### src/design/double_ended_queue_top_macros.svh
// Assertion macros shared by the double-ended queue modules.
// Included by the controller and the datapath; depends on nothing else.
`ifndef DOUBLE_ENDED_QUEUE_TOP_MACROS_SVH
`define DOUBLE_ENDED_QUEUE_TOP_MACROS_SVH

// The consequent must hold in the same cycle as the antecedent.
`define DEQ_ASSERT_NOW(label, clk, rst, ante, cons) \
   label: assert property (@(posedge clk) disable iff (rst) (ante) |-> (cons)) \
      else $error("double-ended queue check failed");

// The consequent must hold in the cycle after the antecedent.
`define DEQ_ASSERT_NEXT(label, clk, rst, ante, cons) \
   label: assert property (@(posedge clk) disable iff (rst) (ante) |=> (cons)) \
      else $error("double-ended queue check failed");

`endif

### src/design/deq_pkg.sv
// Package for the double-ended queue: operation and status codes, controller states,
// and the command and status structs between controller and datapath. No dependencies.
`default_nettype none

package deq_pkg;

   typedef enum logic [2:0] {
      FUNC_PUSH_FRONT = 3'd0,
      FUNC_PUSH_BACK  = 3'd1,
      FUNC_POP_FRONT  = 3'd2,
      FUNC_POP_BACK   = 3'd3,
      FUNC_SIZE       = 3'd4,
      FUNC_EMPTY      = 3'd5,
      FUNC_PEEK_FRONT = 3'd6,
      FUNC_PEEK_BACK  = 3'd7
   } func_type;

   typedef enum logic [1:0] {
      STATUS_OK    = 2'd0,
      STATUS_EMPTY = 2'd1,
      STATUS_FULL  = 2'd2
   } status_type;

   typedef enum logic [3:0] {
      ST_IDLE = 4'b0001,
      ST_EXEC = 4'b0010,
      ST_READ = 4'b0100,
      ST_RESP = 4'b1000
   } state_type;

   typedef struct packed {
      logic capture;
      logic exec;
      logic load_read;
   } cmd_type;

   typedef struct packed {
      logic no_result;
      logic needs_read;
   } stat_type;

endpackage

`default_nettype wire

### src/design/deq_ctrl.sv
// Controller state machine of the double-ended queue.
// Depends on deq_pkg and double_ended_queue_top_macros.svh; drives the datapath commands.
`default_nettype none

`include "double_ended_queue_top_macros.svh"

module deq_ctrl (
   input  wire logic              clock,
   input  wire logic              reset,
   input  wire logic              req_valid,
   output logic                   req_stall,
   output logic                   rsp_valid,
   input  wire logic              rsp_stall,
   input  wire deq_pkg::stat_type stat,
   output deq_pkg::cmd_type       cmd
);

   deq_pkg::state_type state_ff;
   deq_pkg::state_type state_in;

   always_comb begin
      state_in      = state_ff;
      cmd.capture   = 1'b0;
      cmd.exec      = 1'b0;
      cmd.load_read = 1'b0;
      req_stall     = 1'b1;
      rsp_valid     = 1'b0;
      case (state_ff)
         deq_pkg::ST_IDLE: begin
            req_stall   = 1'b0;
            cmd.capture = req_valid;
            if (req_valid) begin
               state_in = deq_pkg::ST_EXEC;
            end
         end
         deq_pkg::ST_EXEC: begin
            cmd.exec = 1'b1;
            if (stat.no_result) begin
               state_in = deq_pkg::ST_IDLE;
            end else if (stat.needs_read) begin
               state_in = deq_pkg::ST_READ;
            end else begin
               state_in = deq_pkg::ST_RESP;
            end
         end
         deq_pkg::ST_READ: begin
            cmd.load_read = 1'b1;
            state_in      = deq_pkg::ST_RESP;
         end
         deq_pkg::ST_RESP: begin
            rsp_valid = 1'b1;
            if (!rsp_stall) begin
               state_in = deq_pkg::ST_IDLE;
            end
         end
         default: begin
            state_in = deq_pkg::ST_IDLE;
         end
      endcase
   end

   always_ff @(posedge clock) begin
      if (reset) begin
         state_ff <= deq_pkg::ST_IDLE;
      end else begin
         state_ff <= state_in;
      end
   end

   `DEQ_ASSERT_NEXT(a_accept_runs, clock, reset, req_valid && !req_stall, state_ff == deq_pkg::ST_EXEC)
   `DEQ_ASSERT_NEXT(a_read_answers, clock, reset, cmd.exec && stat.needs_read, cmd.load_read)

endmodule

`default_nettype wire

### config.mk
export PLATFORM = sky130hd
export DESIGN_NAME = deq_ctrl
export DESIGN_NICKNAME = d
export VERILOG_FILES = /design/src/design/deq_pkg.sv /design/src/design/deq_ctrl.sv
export VERILOG_INCLUDE_DIRS = /design/src /design/src/design
export SDC_FILE = /design/constraint.sdc
export NUM_CORES = 1
export LEC_CHECK = 0
export BUFFER_PORTS_ARGS = -buffer_cell sky130_fd_sc_hd__buf_2
export CORE_AREA = 4 4 41 43
export DETAILED_ROUTE_END_ITERATION = 6
export DIE_AREA = 0 0 45 47
export MAX_ROUTING_LAYER = met4
export SLEW_MARGIN = 20
export SYNTH_ARGS = -nofsm -noshare
export SYNTH_HDL_FRONTEND = slang
export SYNTH_SLANG_ARGS = --single-unit
### constraint.sdc
create_clock -name clock -period 1.3 [get_ports clock]
set_input_delay 0.13 -clock clock [delete_from_list [all_inputs] [get_ports clock]]
set_output_delay 0.13 -clock clock [all_outputs]
set_load 0.01 [all_outputs]
Word-level counts from Yosys, hierarchy flattened:

Index checks and enable logic that the tools add are counted.

* flip-flop bits (word level): 4
* output and inout bits: 5
* logic and storage cells: 18

* equal/unequal tests: 6
* mux-type cells: 10
* reduce and logical (&&, ||, !) cells: 1

Operators by type and width (number)
* 2-to-1 mux 4 bit: 4
* case mux 4 bit (4 select lines): 1
* 2-to-1 mux 1 bit: 5
* equality test 4 x 1 -> 1 bit (second input constant): 1
* equality test 4 x 2 -> 1 bit (second input constant): 1
* equality test 4 x 3 -> 1 bit (second input constant): 1
* equality test 4 bit (second input constant): 1
* != test 2 bit (second input constant): 2
* AND reduction 2 bit: 1

Logic depth before layout (Yosys ltp):

* word-level depth: 3
* depth in mapped cells: 4

Least setup slack after synthesis:

Ideal clock, no wire load.

* path type: register to register
* start: register state_ff[2]
* end: register state_ff[0]
* library setup time: 0.116 ns
* data arrival time: 1.191 ns
* required time: 1.184 ns
* path slack: -0.008 ns
* cell stages (with the launch flop): 4
* path buffers: 1
* period minus slack after synthesis: 1.308 ns
* cells stage by stage: dfxtp_1 or4b_1 buf_2 a41o_1

* longest elaborated chain between the ends: 3
* elaborated cells on any way between the ends: 8
* those cells by class: eq/ne: 6; mux: 1; reduce/logical: 1

RTL lines
* start, declared: RTL line deq_ctrl.sv:18 `deq_pkg::state_type state_ff;`
* start signal, assigned: RTL line deq_ctrl.sv:64 `state_ff <= deq_pkg::ST_IDLE;`
* start signal, assigned: RTL line deq_ctrl.sv:66 `state_ff <= state_in;`
* equality test 4 bit / equality test 4 x 1 -> 1 bit (equally long branches): RTL line deq_ctrl.sv:28 `case (state_ff)`
* != test 2 bit (no source line)
* AND reduction 2 bit (no source line)

Several ways; a longest one is shown, not always the timed one.
A chain may end at the register's enable or synchronous reset.

==> results by group <==
Outcome
  • Outcome: complete, but fails checks
  • Failing checks: setup timing

Setup path
  • Data arrival, critical path: 1.31 ns
  • Crit start category: flip-flop
  • Endpoint class of the critical path: output pin
  • Reg2Reg Capture Point: state_ff[0]
  • R2R setup slack: -0.12 ns
  • Setup CP Type: flip-flop to output pin
  • FF-to-FF Start: state_ff[2]
  • Worst Path Max Fanout: 3
  • CP endpoint: cmd[2]
  • Crit. Startpoint: state_ff[2]
  • Critical Path RT: 1.17 ns
  • R2R cell count: 4

Finish
  • Final nets: 54
  • Share of layout cells above drive strength 1: 0.609
  • Most frequent cells in the layout: buf_2 (10), buf_4 (5), nor2_1 (4)
  • Largest Register: state_ff
  • Layout filler cell count: 148
  • Max FFs per register: 4
  • Antenna diodes: 0
  • Area Growth Syn to Fin: 79.7%
  • Top flop regs: state_ff (4)
  • Area of the multi-input gates: 179 um2
  • Storage element area: a little over 80 um2
  • Commonest non-fill, non-tap cell in the layout: buf_2

Pwr
  • Leak: around 0.00019 uW
  • Pwr Total: 484 uW
  • Max VDD drop: 275 uV
  • Pwr per Cell Area: roughly 1200 nW/um2

Min path
  • Worst hold path class: input port to flip-flop
  • Hold depth: 2

Clocking
  • Cts hold-fix bufs: 0
  • CTS tree: done
  • Clock Pin Slew Worst Setup and Hold Paths: roughly 0.040 ns
  • H-tree Lvls: 1
  • CTS sink count: 4
  • Clk buf depth: 2
  • CTS Buf Count: 3
  • Root buf cell: clkbuf_4
  • Worst-Skew Late Latency: 0.24 ns

Detailed routing
  • Final WL: 743 um
  • DRC: 0
  • Vias post-DR: 279
  • Drt first pass iters: 2
  • DR vias/cell: between 4 and 5
  • Antenna viol nets, final: 0
  • Routed WL per cell: between 10 and 15 um
  • DR iter-0 viols: 1

Floorplan
  • Row count: 13
  • Die H: 47 um
  • Core Area: 1300 um2
  • I/O pin count: 11
  • Full die area: 2120 um2
  • Initial core utilization: 0.175
  • Die X: 45 um

STA
  • Final hold viol count: 0
  • RSZ-0062 raised after global routing: yes
  • Final period utilization: 1.11
  • Final Worst Setup Slack: -0.143 ns
  • Clock Skews: 0.000200 ns
  • Slew Limit Fails: 0
  • Crit path time final: between 1 and 1.5 ns
  • Worst-margin pin slew: between 0.3 and 0.4 ns
  • Final setup violating endpoints: 5
  • Slew HR: 0.772
  • FMAX: approximately 0.7 GHz

GRT
  • First-pass GRT wire length: between 1 and 1.5 mm
  • Largest net degree at the start of global routing: 7
  • Vias in the first global route: 260
  • GRT Overall Usage: 0.0776
  • Global route overflow: 0
  • Initial antenna violation count: 0

Placement
  • Dpl ws: 0.0163 ns
  • RD Place Congestion: 0.714
  • Port Buffer Count: 10
  • Detail Placement HPWL: 483 um

Yosys
  • Yosys reg bits: 4
  • Yosys warnings: 0
  • Largest cells by area after synthesis: dfxtp_1 (35%), nor4b_1 (12%), nor2_1 (6.6%), o21bai_2 (4.9%), a41o_1 (4.4%)
  • Post-synthesis cell area: between 200 and 250 um2
  • Seq/Total Area, Yosys: 0.352
  • Post-synth net total: 34
  • Syn avg cell area: between 8 and 9 um2
  • Cells after Synth: 28
  • Post-synth cell types: 17
  • Top cell type by total area after synthesis: dfxtp_1
  • Yosys top cell area share: 0.352

Flow run
  • MaxCap Viol Count: 0
stage by stage:
step	util	hold slack (ns)	area (um2)	setup TNS [ns]	cells
final	0.314	0.105	409	-0.430	61
after CTS	0.279	0.0858	363	-0.248	60
after floorplan	-	0.207	235	0	28
after detailed placement	0.248	0.343	323	0	56
after global placement	0.248	0.350	323	0	56
after global routing	0.314	0.111	409	-0.623	61
worst min-delay path by stage:
stage / startpoint / end / slack, ns
detailed placement: reset / state_ff[1] / 0.34
floorplan: reset / state_ff[1] / 0.21
CTS: reset / state_ff[1] / 0.09
global route: reset / state_ff[1] / 0.11
global placement: reset / state_ff[1] / 0.35
finish: reset / state_ff[1] / 0.11
power by group:
| group | switching, uW | internal [uW] | total, uW |
|---|---|---|---|
| Clock | 53.6 | 103 | 157 |
| Combinational | 86.7 | 98.7 | 185 |
| Sequential | 5.25 | 136 | 142 |
synthesized netlist by cell type:
| cell type | number |
|---|---|
| o21ai_0 | 2 |
| nor4b_1 | 3 |
| nor3b_1 | 1 |
| nor2b_1 | 1 |
| and3_1 | 1 |
| a21oi_1 | 1 |
| a41o_1 | 1 |
| dfxtp_1 | 4 |
| nand2_1 | 2 |
| and3b_1 | 1 |
| o21bai_2 | 1 |
| nor4_1 | 1 |
| buf_2 | 1 |
| inv_1 | 2 |
| or4b_1 | 1 |
| nor3_1 | 1 |
| nor2_1 | 4 |
metal layers:
metal	global-route usage	share of wire	wire (um)	up-vias
met2	0.107	0.52	383	7
met3	0.0383	0.051	38	2
li1	-	-	-	141
met5	-	0	0	-
met4	0.0702	0.019	14	0
met1	0.0797	0.41	305	129
worst max-delay path: stages (launching register included):
cell and delay [ns]:
dfxtp_2 0.31, or4b_4 0.54, nor2_1 0.09, buf_2 0.13
cell families (layout without fill, tap and decap cells):
group                  count (synthesis)  count (layout)  synth area share
AOI/OAI and AO/OA                      5               5             0.159
buffers and inverters                  3              21            0.0549
and+or+nand+nor                       16              16             0.434
DFF                                    4               4             0.352
what timing repair did:
item | CTS | global route
endpoints found under the setup margin | 3 | 7
buffers inserted | 1 | 1
pin swaps | 1 | 1
gates cloned | 0 | 0
gates resized for setup | 2 | 8
layout make-up:
| class | instances | area share |
|---|---|---|
| inverters | 2 | 0.0183 |
| repair buffers | 16 | 0.242 |
| flip-flops and latches | 4 | 0.202 |
| clock buffers | 3 | 0.0550 |
| well taps | 15 | 0.0459 |
| multi-input cells | 21 | 0.437 |
(Power assumes the default switching activity.)
